**config.mk**
```make
export PLATFORM = sky130hd
export DESIGN_NAME = utf8_to_cp1252_transcoder_unit
export DESIGN_NICKNAME = d
export VERILOG_FILES = /design/src/rtl/utt_pkg.sv /design/src/rtl/utt_decode.sv /design/src/rtl/utt_map.sv /design/src/rtl/utt_top.sv
export VERILOG_INCLUDE_DIRS = /design/src /design/src/rtl
export SDC_FILE = /design/constraint.sdc
export NUM_CORES = 1
export LEC_CHECK = 0
export BUFFER_PORTS_ARGS = -buffer_cell sky130_fd_sc_hd__clkbuf_2
export CAP_MARGIN = 15
export CELL_PAD_IN_SITES_DETAIL_PLACEMENT = 0
export CELL_PAD_IN_SITES_GLOBAL_PLACEMENT = 2
export CORE_MARGIN = 2
export CORE_UTILIZATION = 37
export DETAILED_ROUTE_END_ITERATION = 10
export PLACE_DENSITY_LB_ADDON = 0.05
export SYNTH_ARGS = -nofsm -noshare
export SYNTH_HDL_FRONTEND = slang
export SYNTH_SLANG_ARGS = --single-unit
```
**constraint.sdc**
```tcl
create_clock -name clock -period 5.8 [get_ports clock]
set_input_delay 1.16 -clock clock [delete_from_list [all_inputs] [get_ports clock]]
set_output_delay 1.16 -clock clock [all_outputs]
set_load 0.01 [all_outputs]
```
**src/rtl/assert_macros.svh**
```systemverilog
// Assertion helpers shared by the RTL.
`ifndef ASSERT_MACROS_SVH
`define ASSERT_MACROS_SVH

// Same-cycle implication, checked outside reset.
`define ASSERT_IMPLY(label, clk, rst, ante, cons) \
   label: assert property (@(posedge clk) disable iff (rst) (ante) |-> (cons)) \
      else $error("assertion failed");

// Next-cycle implication, checked outside reset.
`define ASSERT_NEXT(label, clk, rst, ante, cons) \
   label: assert property (@(posedge clk) disable iff (rst) (ante) |=> (cons)) \
      else $error("assertion failed");

`endif

```
**src/rtl/utt_pkg.sv**
```systemverilog
package utt_pkg;

   localparam int ERROR_COUNT_BITS_DEF = 16;
   localparam int CP_BITS              = 21;
   localparam int TOTAL_BITS           = 16;

   // A completed character handed from the decoder to the mapper.
   typedef struct packed {
      logic                 bad_lead;
      logic [CP_BITS-1:0]   code;
   } char_item_type;

   typedef struct packed {
      logic       hit;
      logic [7:0] cp_byte;
   } lookup_type;

   // Reverse table for code points 0x80..0xFFFF.
   function automatic lookup_type cp1252_lookup(input logic [15:0] cp);
      lookup_type r;
      r.hit     = 1'b1;
      r.cp_byte = cp[7:0];
      if (cp[15:8] == 8'h00 && cp[7] && (cp[6] || cp[5])) begin
         r.hit = 1'b1;
      end else begin
         case (cp)
            16'h0081, 16'h008D, 16'h008F, 16'h0090, 16'h009D: r.cp_byte = cp[7:0];
            16'h20AC: r.cp_byte = 8'h80;
            16'h201A: r.cp_byte = 8'h82;
            16'h0192: r.cp_byte = 8'h83;
            16'h201E: r.cp_byte = 8'h84;
            16'h2026: r.cp_byte = 8'h85;
            16'h2020: r.cp_byte = 8'h86;
            16'h2021: r.cp_byte = 8'h87;
            16'h02C6: r.cp_byte = 8'h88;
            16'h2030: r.cp_byte = 8'h89;
            16'h0160: r.cp_byte = 8'h8A;
            16'h2039: r.cp_byte = 8'h8B;
            16'h0152: r.cp_byte = 8'h8C;
            16'h017D: r.cp_byte = 8'h8E;
            16'h2018: r.cp_byte = 8'h91;
            16'h2019: r.cp_byte = 8'h92;
            16'h201C: r.cp_byte = 8'h93;
            16'h201D: r.cp_byte = 8'h94;
            16'h2022: r.cp_byte = 8'h95;
            16'h2013: r.cp_byte = 8'h96;
            16'h2014: r.cp_byte = 8'h97;
            16'h02DC: r.cp_byte = 8'h98;
            16'h2122: r.cp_byte = 8'h99;
            16'h0161: r.cp_byte = 8'h9A;
            16'h203A: r.cp_byte = 8'h9B;
            16'h0153: r.cp_byte = 8'h9C;
            16'h017E: r.cp_byte = 8'h9E;
            16'h0178: r.cp_byte = 8'h9F;
            default: begin
               r.hit     = 1'b0;
               r.cp_byte = 8'h00;
            end
         endcase
      end
      return r;
   endfunction

endpackage

```
**src/rtl/utt_decode.sv**
```systemverilog
module utt_decode
   import utt_pkg::*;
(
   input  logic          clock,
   input  logic          reset,
   input  logic          req_valid,
   output logic          req_ready,
   input  logic [7:0]    req_in_byte,
   output logic          item_valid,
   input  logic          item_ready,
   output char_item_type item
);

   logic [1:0]         bytes_left_ff, bytes_left_in;
   logic [CP_BITS-1:0] code_accum_ff, code_accum_in;
   logic               item_valid_ff, item_valid_in;
   char_item_type      item_ff, item_in;
   logic               accept;
   logic               done;
   logic               bad_lead;

   assign req_ready = !item_valid_ff || item_ready;
   assign accept    = req_valid && req_ready;

   always_comb begin
      bytes_left_in = bytes_left_ff;
      code_accum_in = code_accum_ff;
      done          = 1'b0;
      bad_lead      = 1'b0;
      if (bytes_left_ff != 2'd0) begin
         code_accum_in = {code_accum_ff[CP_BITS-7:0], req_in_byte[5:0]};
         bytes_left_in = bytes_left_ff - 2'd1;
         done          = (bytes_left_ff == 2'd1);
      end else if (!req_in_byte[7]) begin
         code_accum_in = {{(CP_BITS-8){1'b0}}, req_in_byte};
         done          = 1'b1;
      end else if (req_in_byte[7:5] == 3'b110) begin
         code_accum_in = {{(CP_BITS-5){1'b0}}, req_in_byte[4:0]};
         bytes_left_in = 2'd1;
      end else if (req_in_byte[7:4] == 4'b1110) begin
         code_accum_in = {{(CP_BITS-4){1'b0}}, req_in_byte[3:0]};
         bytes_left_in = 2'd2;
      end else if (req_in_byte[7:3] == 5'b11110) begin
         code_accum_in = {{(CP_BITS-3){1'b0}}, req_in_byte[2:0]};
         bytes_left_in = 2'd3;
      end else begin
         // invalid lead: consume and report as one bad character
         done     = 1'b1;
         bad_lead = 1'b1;
      end
   end

   always_comb begin
      item_valid_in = item_valid_ff;
      item_in       = item_ff;
      if (item_ready) begin
         item_valid_in = 1'b0;
      end
      if (accept && done) begin
         item_valid_in     = 1'b1;
         item_in.bad_lead  = bad_lead;
         item_in.code      = code_accum_in;
      end
   end

   always_ff @(posedge clock) begin
      if (reset) begin
         bytes_left_ff <= 2'd0;
         code_accum_ff <= '0;
         item_valid_ff <= 1'b0;
      end else begin
         if (accept) begin
            bytes_left_ff <= bytes_left_in;
            code_accum_ff <= code_accum_in;
         end
         item_valid_ff <= item_valid_in;
      end
   end

   always_ff @(posedge clock) begin
      item_ff <= item_in;
   end

   assign item_valid = item_valid_ff;
   assign item       = item_ff;

   `include "assert_macros.svh"

   `ASSERT_NEXT(a_ascii_completes, clock, reset,
      accept && bytes_left_ff == 2'd0 && !req_in_byte[7],
      item_valid_ff && !item_ff.bad_lead && bytes_left_ff == 2'd0)
   `ASSERT_NEXT(a_pending_no_item, clock, reset,
      accept && bytes_left_ff > 2'd1 && !item_ready,
      item_valid_ff == $past(item_valid_ff))
   `ASSERT_NEXT(a_cont_counts_down, clock, reset,
      accept && bytes_left_ff != 2'd0,
      bytes_left_ff == $past(bytes_left_ff) - 2'd1)

endmodule

```
**src/rtl/utt_map.sv**
```systemverilog
module utt_map
   import utt_pkg::*;
#(
   parameter int ERROR_COUNT_BITS = ERROR_COUNT_BITS_DEF
)(
   input  logic                  clock,
   input  logic                  reset,
   input  logic                  item_valid,
   output logic                  item_ready,
   input  char_item_type         item,
   output logic                  rsp_valid,
   input  logic                  rsp_ready,
   output logic [7:0]            rsp_out_byte,
   output logic                  rsp_bad_char,
   output logic [TOTAL_BITS-1:0] rsp_error_total
);

   logic [ERROR_COUNT_BITS-1:0] count_ff, count_in;
   logic                        rsp_valid_ff, rsp_valid_in;
   logic [7:0]                  out_byte_ff, out_byte_in;
   logic                        bad_ff, bad_in;
   logic [TOTAL_BITS-1:0]       total_ff, total_in;
   logic                        load;
   logic                        is_ascii;
   logic                        is_big;
   lookup_type                  hit;

   assign item_ready = !rsp_valid_ff || rsp_ready;
   assign load       = item_valid && item_ready;

   assign is_ascii = (item.code[CP_BITS-1:7] == '0);
   assign is_big   = (item.code[CP_BITS-1:16] != '0);
   assign hit      = cp1252_lookup(item.code[15:0]);

   always_comb begin
      bad_in      = 1'b0;
      out_byte_in = 8'h00;
      if (item.bad_lead || is_big) begin
         bad_in = 1'b1;
      end else if (is_ascii) begin
         out_byte_in = item.code[7:0];
      end else if (hit.hit) begin
         out_byte_in = hit.cp_byte;
      end else begin
         bad_in = 1'b1;
      end
   end

   always_comb begin
      count_in = count_ff;
      if (bad_in && count_ff != '1) begin
         count_in = count_ff + 1'b1;
      end
   end

   // show the low bits of the count, widened if the counter is narrow
   if (ERROR_COUNT_BITS >= TOTAL_BITS) begin : g_total_wide
      assign total_in = count_in[TOTAL_BITS-1:0];
   end else begin : g_total_narrow
      assign total_in = {{(TOTAL_BITS-ERROR_COUNT_BITS){1'b0}}, count_in};
   end

   always_comb begin
      rsp_valid_in = rsp_valid_ff;
      if (rsp_ready) begin
         rsp_valid_in = 1'b0;
      end
      if (load) begin
         rsp_valid_in = 1'b1;
      end
   end

   always_ff @(posedge clock) begin
      if (reset) begin
         count_ff     <= '0;
         rsp_valid_ff <= 1'b0;
      end else begin
         if (load) begin
            count_ff <= count_in;
         end
         rsp_valid_ff <= rsp_valid_in;
      end
   end

   always_ff @(posedge clock) begin
      if (load) begin
         out_byte_ff <= out_byte_in;
         bad_ff      <= bad_in;
         total_ff    <= total_in;
      end
   end

   assign rsp_valid       = rsp_valid_ff;
   assign rsp_out_byte    = out_byte_ff;
   assign rsp_bad_char    = bad_ff;
   assign rsp_error_total = total_ff;

   `include "assert_macros.svh"

   `ASSERT_IMPLY(a_bad_zero_byte, clock, reset,
      rsp_valid_ff && bad_ff, out_byte_ff == 8'h00)
   `ASSERT_NEXT(a_count_holds_idle, clock, reset,
      !load, count_ff == $past(count_ff))
   `ASSERT_NEXT(a_count_holds_good, clock, reset,
      load && !bad_in, count_ff == $past(count_ff))

endmodule

```
**src/rtl/utt_top.sv**
```systemverilog
// UTF-8 to Windows-1252 transcoder.
// Request channel: req_valid/req_ready carry one raw UTF-8 byte on req_in_byte.
// Result channel: rsp_valid/rsp_ready carry one character: rsp_out_byte, the
// Windows-1252 byte (0 when rsp_bad_char is set), and rsp_error_total, the
// saturating count of bad characters including this one (low 16 bits).
// Lead bytes of multi-byte sequences and all but the last continuation byte
// give no result; the last byte of a character gives exactly one.
// On the edge that accepts the last byte, the decode register loads the character;
// the lookup result then loads the output register, which raises rsp_valid.
// Throughput: one byte per cycle; each stage holds one item and refills in
// the cycle it drains, so a byte is taken every cycle while results flow.
// When the receiver stalls, the result is held and one more completed
// character waits in the decode register; req_ready drops once both are full.
// Reset (synchronous, active high) clears the pending sequence, the error
// count and both valid flags; results in flight are dropped.
module utf8_to_cp1252_transcoder_unit
   import utt_pkg::*;
#(
   parameter int ERROR_COUNT_BITS = ERROR_COUNT_BITS_DEF
)(
   input  logic                  clock,
   input  logic                  reset,
   input  logic                  req_valid,
   output logic                  req_ready,
   input  logic [7:0]            req_in_byte,
   output logic                  rsp_valid,
   input  logic                  rsp_ready,
   output logic [7:0]            rsp_out_byte,
   output logic                  rsp_bad_char,
   output logic [TOTAL_BITS-1:0] rsp_error_total
);

   logic          item_valid;
   logic          item_ready;
   char_item_type item;

   utt_decode u_decode (
      .clock       (clock),
      .reset       (reset),
      .req_valid   (req_valid),
      .req_ready   (req_ready),
      .req_in_byte (req_in_byte),
      .item_valid  (item_valid),
      .item_ready  (item_ready),
      .item        (item)
   );

   utt_map #(
      .ERROR_COUNT_BITS (ERROR_COUNT_BITS)
   ) u_map (
      .clock           (clock),
      .reset           (reset),
      .item_valid      (item_valid),
      .item_ready      (item_ready),
      .item            (item),
      .rsp_valid       (rsp_valid),
      .rsp_ready       (rsp_ready),
      .rsp_out_byte    (rsp_out_byte),
      .rsp_bad_char    (rsp_bad_char),
      .rsp_error_total (rsp_error_total)
   );

endmodule
```
; After elaboration in Yosys (flattened, before gate mapping)
; Index checks and enable logic that the tools add are counted.
[op_classes]
div_mod_pow = 0
magnitude_cmp = 0
shifts = 0
add_sub_neg = 2
reduce_logical = 24
bitwise = 1
multipliers = 0
n_mux = 29
n_eq_ne = 37
[op_table]
columns = operator, n
row1 = "equality test 16 x 14 -> 1 bit, second input constant", 17
row2 = case mux 8 bit (28 select lines), 1
row3 = "equality test 16 x 9 -> 1 bit, second input constant", 8
row4 = 2-to-1 mux 21 bit, 5
row5 = "equality test 16 x 8 -> 1 bit, second input constant", 5
row6 = "equality test 16 x 10 -> 1 bit, second input constant", 2
row7 = OR reduction 32 bit, 1
row8 = 2-to-1 mux 8 bit, 3
row9 = "adder 16 x 1 -> 16 bit, second input constant", 1
row10 = 2-to-1 mux 16 bit, 1
row11 = "inequality test 16 bit, second input constant", 1
row12 = logical NOT 14 bit, 1
row13 = 2-to-1 mux 1 bit, 14
row14 = 2-to-1 mux 2 bit, 5
row15 = logical NOT 8 bit, 1
row16 = nonzero test 2 bit, 4
row17 = logical AND 1 bit, 6
row18 = "equality test 5 bit, second input constant", 1
row19 = nonzero test 5 bit, 1
row20 = OR reduction 5 bit, 1
row21 = "equality test 4 bit, second input constant", 1
row22 = logical OR 1 bit, 4
row23 = nonzero test 4 bit, 1
row24 = "equality test 3 bit, second input constant", 1
row25 = other kinds (6), 7
[totals]
mem_bits_rw = 0
register_bits = 88
rom_bits = 0
mem_count = 0
latch_bits = 0
output_inout_bits = 27
input_bits = 12
wordCells = 103

; Depth between registers and ports, before layout
; Gate-level depths: netlist of run 1.
[logic_depth]
ltp_word = 9
depth_mapped = 11
mapped_depth_nobuf = 8

; Hierarchy
; A second synthesis of run 1 with hierarchy kept.
[unflattened]
hier_cells = 482
hier_area_um2 = 4884.7
[by_module_without_submodules]
columns = mod, instances, area_each_um2, cells_per_inst, seq_area_each_um2
row1 = utt_map, 1, 3044.2, 339, 1091.0
row2 = utt_decode, 1, 1840.5, 143, 1141.1

; Worst setup path after synthesis of run 1
; No wires, ideal clock.
[synth_path]
path_kind = input -> register
start = in rsp_ready
end = reg u_decode.item_ff, in the netlist u_decode.item[0], enable pin
n_path_buf = 0
stages = 5
setup_time_ns = 0.377
arrival_ns = 2.272
required_ns = 5.423
setup_slack_ns = 3.152
cell_sequence = nor2b_1 -> nand2_1 -> nand2_1 -> or3_1 -> inv_1
[synth_via]
elab_chain_cells = 4
[synth_rtl]
columns = element, line_no
row1 = "start, declared", utt_top.sv:27  ; input logic rsp_ready,
row2 = logical OR 1 bit, utt_map.sv:28  ; assign item_ready = !rsp_valid_ff || rsp_ready;
row3 = logical OR 1 bit, utt_decode.sv:22  ; assign req_ready = !item_valid_ff || item_ready;
row4 = named net req_ready, utt_top.sv:24  ; output logic req_ready,
row5 = logical AND 1 bit, utt_decode.sv:23  ; assign accept = req_valid && req_ready;
row6 = logical AND 1 bit, utt_decode.sv:59  ; if (accept && done) begin
row7 = "end signal, assigned", utt_decode.sv:81  ; item_ff <= item_in;
row8 = "end, declared", utt_decode.sv:17  ; char_item_type item_ff, item_in;
; The timed path passes the listed nets, and every way through them passes these cells.
; A chain may end at the register's enable or synchronous reset.

; Final worst setup path of run 1
[layout_path]
start = reg u_decode.item_ff, in the netlist u_decode.item[1]
end = reg u_map.total_ff[1] (netlist: u_map.rsp_error_total[1]), data pin
[layout_via]
elab_chain_cells = 9
elab_cells_between_ends = 40
classes_between = 32 x eq/ne / 6 x mux / 2 x reduce/logical
[layout_rtl]
columns = element, line_no
row1 = equality test 16 x 8 -> 1 bit (tied with other cells), utt_pkg.sv:26  ; case (cp)
row2 = OR reduction 32 bit (no line) (*), n/a
row3 = 2-to-1 mux 1 bit (*), utt_pkg.sv:26
row4 = 2-to-1 mux 1 bit (*), utt_pkg.sv:23  ; if (cp[15:8] == 8'h00 && cp[7] && (cp[6] || cp[5])) begin
row5 = 2-to-1 mux 1 bit (*), utt_map.sv:42  ; end else if (hit.hit) begin
row6 = 2-to-1 mux 1 bit (*), utt_map.sv:40  ; end else if (is_ascii) begin
row7 = 2-to-1 mux 1 bit (*), utt_map.sv:38  ; if (item.bad_lead || is_big) begin
row8 = logical AND 1 bit (*), utt_map.sv:51  ; if (bad_in && count_ff != '1) begin
row9 = 2-to-1 mux 16 bit (*), utt_map.sv:51
row10 = named net u_map.count_in[1], utt_map.sv:18  ; logic [ERROR_COUNT_BITS-1:0] count_ff, count_in;
row11 = "end signal, assigned", utt_map.sv:89  ; total_ff <= total_in;
row12 = "end, declared", utt_map.sv:22  ; logic [TOTAL_BITS-1:0] total_ff, total_in;
; Mark *: on every way through the listed nets, which the timed path passes. The rest lies on a longest branch.

==> impl_metrics.env, run 1 <==
export IMPL_status="finished, final reports clean"
export IMPL_end_kind="flop"
export IMPL_final_setup_tns_ns=0
export IMPL_ant_nets=0
export IMPL_leakagePower_nw=1.81
export IMPL_worst_ir_drop_vdd_uv=138
export IMPL_crit_arrival_ns=3.60
export IMPL_cts_hold_buffers_added=0
export IMPL_min_path_type="flop to flop"
export IMPL_nets=536
export IMPL_seq_power_share_pct=51.8
export IMPL_fmax_ghz=0.286
export IMPL_ys_ff_latch=88
export IMPL_cts_resized=0
export IMPL_grt_pass1_vias=3679
export IMPL_area_delta_synth_final_pct=10.0
export IMPL_antenna_found_initial=0
export IMPL_relSlewSlack_pct=32.4
export IMPL_path_clk_slew_ns=0.07
export IMPL_clkLatencyLatePin_ns=0.34
export IMPL_syn_inst=504
export IMPL_firstDrtPassIters=4
export IMPL_rsz0062_at_grt="no"
export IMPL_synth_edf_count=47
export IMPL_root_buffer="clkbuf_16"
export IMPL_wl_um=11200
export IMPL_dp_final_hpwl_um=7600
export IMPL_synth_cell_type_count=78
export IMPL_yosysTopAreaCell="edfxtp_1"
export IMPL_p_int_mw=1.03
export IMPL_grt_usage_pct=16.6
export IMPL_n_fill_cell=1259
export IMPL_layout_cells_non_filler=700
export IMPL_switching_power_mw=0.370
export IMPL_finClkSkew_ns=0.0117
export IMPL_grt_max_degree=46
export IMPL_dieArea_um2=13900
export IMPL_critPathMaxFanout=27
export IMPL_drive_gt1_share_pct=17.8
export IMPL_hold_violations=0
export IMPL_whs_ns=0.457
export IMPL_synthArstFlopShare_pct=0
export IMPL_start_kind="flop"
export IMPL_clock_power_share_pct=38.5
export IMPL_port_buffers=38
export IMPL_synth_warnings=0
export IMPL_yosys_area_top_type_share_pct=29.4
export IMPL_worst_ep_required_time_ns=5.90
export IMPL_p_sw_share_pct=26.5
export IMPL_gp_congestion=0.812
export IMPL_grt_pass1_wl_um=18700
export IMPL_setup_worst_path_class="flop to flop"
export IMPL_slowest_stage="edfxtp_1"
export IMPL_dpl_cell_count=683
export IMPL_core_area_um2=12700
export IMPL_fin_crit_ns=3.50
export IMPL_placementRows=41
export IMPL_cts_tree="done"
export IMPL_syn_cell_area_um2=4810
export IMPL_period_share_pct=60.3
export IMPL_wl_per_cell_um=16.0
export IMPL_max_stage_delay_ns=0.89
export IMPL_synth_nets=517
export IMPL_drcViolationCount=0
export IMPL_post_cts_setup_buffers=0
export IMPL_drv_slew=0
export IMPL_yosys_top_cells_count="nand2_1, a21oi_1, edfxtp_1"
export IMPL_pin_count=39
export IMPL_path_cells="xor2_1 -> o22ai_1 -> a211o_1 -> a221oi_2 -> nand3_2 -> o21ai_4 -> and2_4 -> mux2_4"
export IMPL_vias=3848
export IMPL_ys_flop_type="edfxtp_1"
export IMPL_setup_violations_final=0
export IMPL_cts_buffers=9
export IMPL_numClockSinks=88
export IMPL_fp_dieH_um=118
export IMPL_power_density_nw_per_um2=264
export IMPL_avgSynthCellArea_um2=9.54
export IMPL_initial_core_util_pct=37.9
export IMPL_synth_area_leaders="edfxtp_1, dfxtp_1, a21oi_1"
export IMPL_power_frac_comb_pct=9.7
export IMPL_worstMarginPinSlew_ns=1.01
export IMPL_cts_buffer_depth=2
export IMPL_drt_initial_drc_count=312
export IMPL_dieWidth_um=118
export IMPL_vias_per_cell=5.50
export IMPL_n_antenna_cell=0
export IMPL_yosysMostFrequentCell="nand2_1"
export IMPL_max_cap_violations=0
export IMPL_ys_seq_area_share_pct=46.4
export IMPL_overflow=0
export IMPL_htree_levels=3
[path summary, 6_finish.rpt]
check | start | to | slack (ns) | cells past startpoint
max | u_decode.item[1] | u_map.rsp_error_total[1] | 2.30 | 8
min | u_decode.code_accum_ff[19] | u_decode.code_accum_ff[19] | 0.46 | 2
max reg2reg | u_decode.item[1] | u_map.rsp_error_total[1] | 2.30 | 8
min reg2reg | u_decode.code_accum_ff[19] | u_decode.code_accum_ff[19] | 0.46 | 2
[critical path: cells and delay by family, from the launching register on]
kind | cells | cell delay (ns)
AOI/OAI and AO/OA | 4 | 1.28
xor gates and xnor gates | 1 | 0.25
DFF | 1 | 0.89
muxes | 1 | 0.30
and+or+nand+nor | 2 | 0.53
[per-layer routing]
metal / part of all wire [%] / vias to the layer above / global-route usage [%]
met1: 49 / 1830 / 23.3
met5: 0 / - / 0
met3: 3.8 / 10 / 3.83
li1: - / 1924 / -
met4: 1.4 / 0 / 6.48
met2: 45 / 84 / 24.9
[layout make-up]
cell class,count,area (µm²),area share (%)
timing repair buffer,42,228,4.31
multi-input combinational,375,2310,43.8
tap,172,215,4.07
clock buffer,9,225,4.26
sequential,88,2230,42.2
clock inverter,7,47.5,0.899
inverter,7,26.3,0.497
[power groups by stage]
stage          clock (mW)  sequential [mW]  combinational [mW]
2_1_floorplan           0            0.718               0.117
5_1_grt             0.573            0.728               0.150
4_1_cts             0.552            0.723               0.135
3_3_place_gp            0            0.736               0.134
6_report            0.537            0.723               0.135
3_5_place_dp            0            0.736               0.134
[sequential cells by signal, indices dropped and copies added, names as in the netlist]
register / cells
u_map.rsp_out_byte: 8
u_map.rsp_valid: 1
u_map.rsp_error_total: 16
u_decode.code_accum_ff: 21
u_decode.item_valid: 1
u_map.rsp_bad_char: 1
u_decode.item: 22
u_map.count_ff: 16
u_decode.bytes_left_ff: 2
[kinds of logic after synthesis]
kind of cell	after synthesis	share of synthesized area (%)
compound gates	133	18.6
mux	6	1.46
simple gates	222	25.5
buf+inv	41	5.41
flops	88	46.4
xor+xnor	13	2.37
fa+ha+maj	1	0.260
[layout by cell type, fill, tap and decap left out, drive strengths merged, types with 3 or more instances in the layout]
cell type  netlist  final
inv              7      8
a31o             5      5
nand3           20     20
nand3b           5      5
nand4b           3      3
o21ai           24     24
a21oi           47     47
nor3b            6      6
nand2           58     58
buf             17      4
xnor2            9      9
edfxtp          47     47
clkbuf          16     47
and2             8      8
a22o            16     16
xor2             4      4
nor4             7      7
clkinvlp         0      4
mux2             5      5
a31oi           10     10
nand2b           6      6
o2111ai          3      3
and3            10     10
o22ai            3      3
dfxtp           41     41
nor3            18     18
or3             11     11
nand4            9      9
nor2            36     36
nor2b            9      9
[per-stage QoR]
stage	util [%]	setup slack, ns	total power [mW]	area [µm²]
final	41.7	2.30	1.40	5290
after global routing	41.7	2.07	1.45	5290
after CTS	41.7	2.19	1.41	5280
after detailed placement	39.5	2.17	0.871	5010
after global placement	39.4	2.21	0.870	4990
after floorplan	-	3.15	0.835	4810
No activity file was read; power rests on OpenSTA's default activity.
==> inputs of run 2 (changes only) <==
- CORE_UTILIZATION: 37 -> 35
- clock period: 5.8 -> 3 ns (I/O delays scaled with it)
==> impl_metrics.env, run 2 (same netlist as run 1, synthesis figures left out) <==
export IMPL_dieArea_um2=14700
export IMPL_cts_tree="done"
export IMPL_routed_wl_met3_um=444
export IMPL_nets=572
export IMPL_final_setup_tns_ns=0
export IMPL_gp_congestion=0.940
export IMPL_final_common_cell="nand2_1"
export IMPL_timing_rr_start="u_decode.item[5]"
export IMPL_worstMarginPinSlew_ns=0.654
export IMPL_rsz0062_at_grt="no"
export IMPL_min_path_type="flop to flop"
export IMPL_power_density_nw_per_um2=520
export IMPL_antenna_found_initial=0
export IMPL_initial_core_util_pct=36.0
export IMPL_firstDrtPassIters=5
export IMPL_crit_end="u_map.count_ff[8]"
export IMPL_grt_pass1_vias=3771
export IMPL_n_antenna_cell=0
export IMPL_fp_dieH_um=121
export IMPL_root_buffer="clkbuf_16"
export IMPL_clkLatencyLatePin_ns=0.35
export IMPL_cp_num_cells=9
export IMPL_vias_per_cell=5.44
export IMPL_relSlewSlack_pct=56.3
export IMPL_max_stage_delay_ns=0.60
export IMPL_r2r_end="u_map.count_ff[8]"
export IMPL_drt_initial_drc_count=317
export IMPL_drcViolationCount=0
export IMPL_setup_worst_path_class="flop to flop"
export IMPL_critPathTopFamily="simple AND/OR/NAND/NOR gates"
export IMPL_port_buffers=38
export IMPL_fin_crit_ns=2.80
export IMPL_grt_max_degree=26
export IMPL_period_share_pct=93.4
export IMPL_drive_gt1_share_pct=23.8
export IMPL_critPathMaxFanout=14
export IMPL_overflow=0
export IMPL_placementRows=42
export IMPL_grt_pass1_wl_um=19800
export IMPL_timing_critical_path_buf_inv=1
export IMPL_core_area_um2=13300
export IMPL_worst_ir_drop_vdd_uv=391
export IMPL_fin_ws_ns=0.197
export IMPL_start_kind="flop"
export IMPL_worst_ep_required_time_ns=3.27
export IMPL_area_delta_synth_final_pct=18.1
export IMPL_cts_buffers=9
export IMPL_r2r_cells=9
export IMPL_dr_wl_met2_um=5170
export IMPL_n_fill_cell=1333
export IMPL_cts_hold_buffers_added=0
export IMPL_largest_reg_flops=22
export IMPL_path_clk_slew_ns=0.07
export IMPL_wl_per_cell_um=16.6
export IMPL_most_common_layout_cells="nand2_1, a21oi_1, edfxtp_1"
export IMPL_finClkSkew_ns=0.00851
export IMPL_pre_cts_ws_ns=0.113
export IMPL_ant_nets=0
export IMPL_cts_buffer_depth=2
export IMPL_numClockSinks=88
export IMPL_drv_slew=0
export IMPL_leakagePower_nw=2.03
export IMPL_setup_violations_final=0
export IMPL_highest_layer="met4"
export IMPL_slowest_stage="edfxtp_1"
export IMPL_critPathLaunch="u_decode.item[5]"
export IMPL_status="finished, final reports clean"
export IMPL_max_cap_violations=0
export IMPL_pin_count=39
export IMPL_drt_met1_wl_um=6180
export IMPL_grt_usage_pct=17.3
export IMPL_htree_levels=3
export IMPL_end_kind="flop"
export IMPL_fmax_ghz=0.357
export IMPL_vias=4029
export IMPL_path_cells="and4b_1 -> a22oi_2 -> o32ai_1 -> nor4_2 -> nand3_2 -> buf_4 -> o22a_4 -> or3_2 -> a21oi_1"
export IMPL_crit_arrival_ns=3.07
export IMPL_dp_final_hpwl_um=8820
export IMPL_hold_violations=0
export IMPL_r2r_slack_ns=0.20
export IMPL_wl_um=12300
export IMPL_dieWidth_um=121
-- run 2: changes by cell type in the layout (fill, tap and decap cells not counted), sizes merged --
cell      before  now
clkinv         2    0
clkbuf        47   49
buf            4   39
bufinv         0    2
clkinvlp       4    3
-- run 2: metal layers --
layer  global-route usage (%)  vias to the layer above
li1                         -                     1995
met1                     24.4                     1907
met2                     24.9                       96
met3                     3.43                       31
met4                     9.12                        0
met5                        0                        -
-- run 2: area by class of cell --
class | instances | area (µm²) | share of cell area (%)
timing repair buffer | 78 | 538 | 9.47
clock buffer | 10 | 239 | 4.21
sequential | 88 | 2230 | 39.3
tap | 176 | 220 | 3.88
inverter | 7 | 26.3 | 0.463
clock inverter | 6 | 91.3 | 1.61
multi-input combinational | 375 | 2330 | 41.1
-- run 2: worst min-delay path, cell delays in order (launching register included) --
cell and delay, ns:
dfxtp_1 0.31, nand2_1 0.05, a21oi_1 0.05
-- run 2: stage by stage --
stage	std cells	util [%]	hold WS [ns]	area (µm²)	total power, mW
after floorplan	504	-	0.436	4810	1.61
after global placement	721	39.8	0.442	5310	1.74
after detailed placement	721	39.8	0.448	5310	1.73
after CTS	737	42.3	0.455	5640	2.98
after global routing	740	42.5	0.476	5680	3.07
final	740	42.5	0.453	5680	2.95
-- run 2: worst min-delay path by stage --
stage / startpoint / depth (start not counted) / endpoint / slack, ns
after floorplan: u_decode.code_accum_ff[15] / 2 / u_decode.code_accum_ff[15] / 0.44
after global placement: u_decode.code_accum_ff[17] / 2 / u_decode.code_accum_ff[17] / 0.44
after detailed placement: u_decode.code_accum_ff[15] / 2 / u_decode.code_accum_ff[15] / 0.45
after CTS: u_decode.code_accum_ff[18] / 2 / u_decode.code_accum_ff[18] / 0.46
after global routing: u_decode.code_accum_ff[18] / 2 / u_decode.code_accum_ff[18] / 0.48
final: u_decode.code_accum_ff[18] / 2 / u_decode.code_accum_ff[18] / 0.45
-- run 2: where the power goes --
part	total (mW)	internal, mW	leakage, nW	switching, mW
registers	1.37	1.32	0.775	0.0425
clock network	1.24	0.755	0.151	0.485
logic	0.348	0.138	1.11	0.209
-- run 2: repair_timing --
action	CTS	global route
gates resized for setup	0	3
endpoints found under the setup margin	0	4
setup buffers	0	3
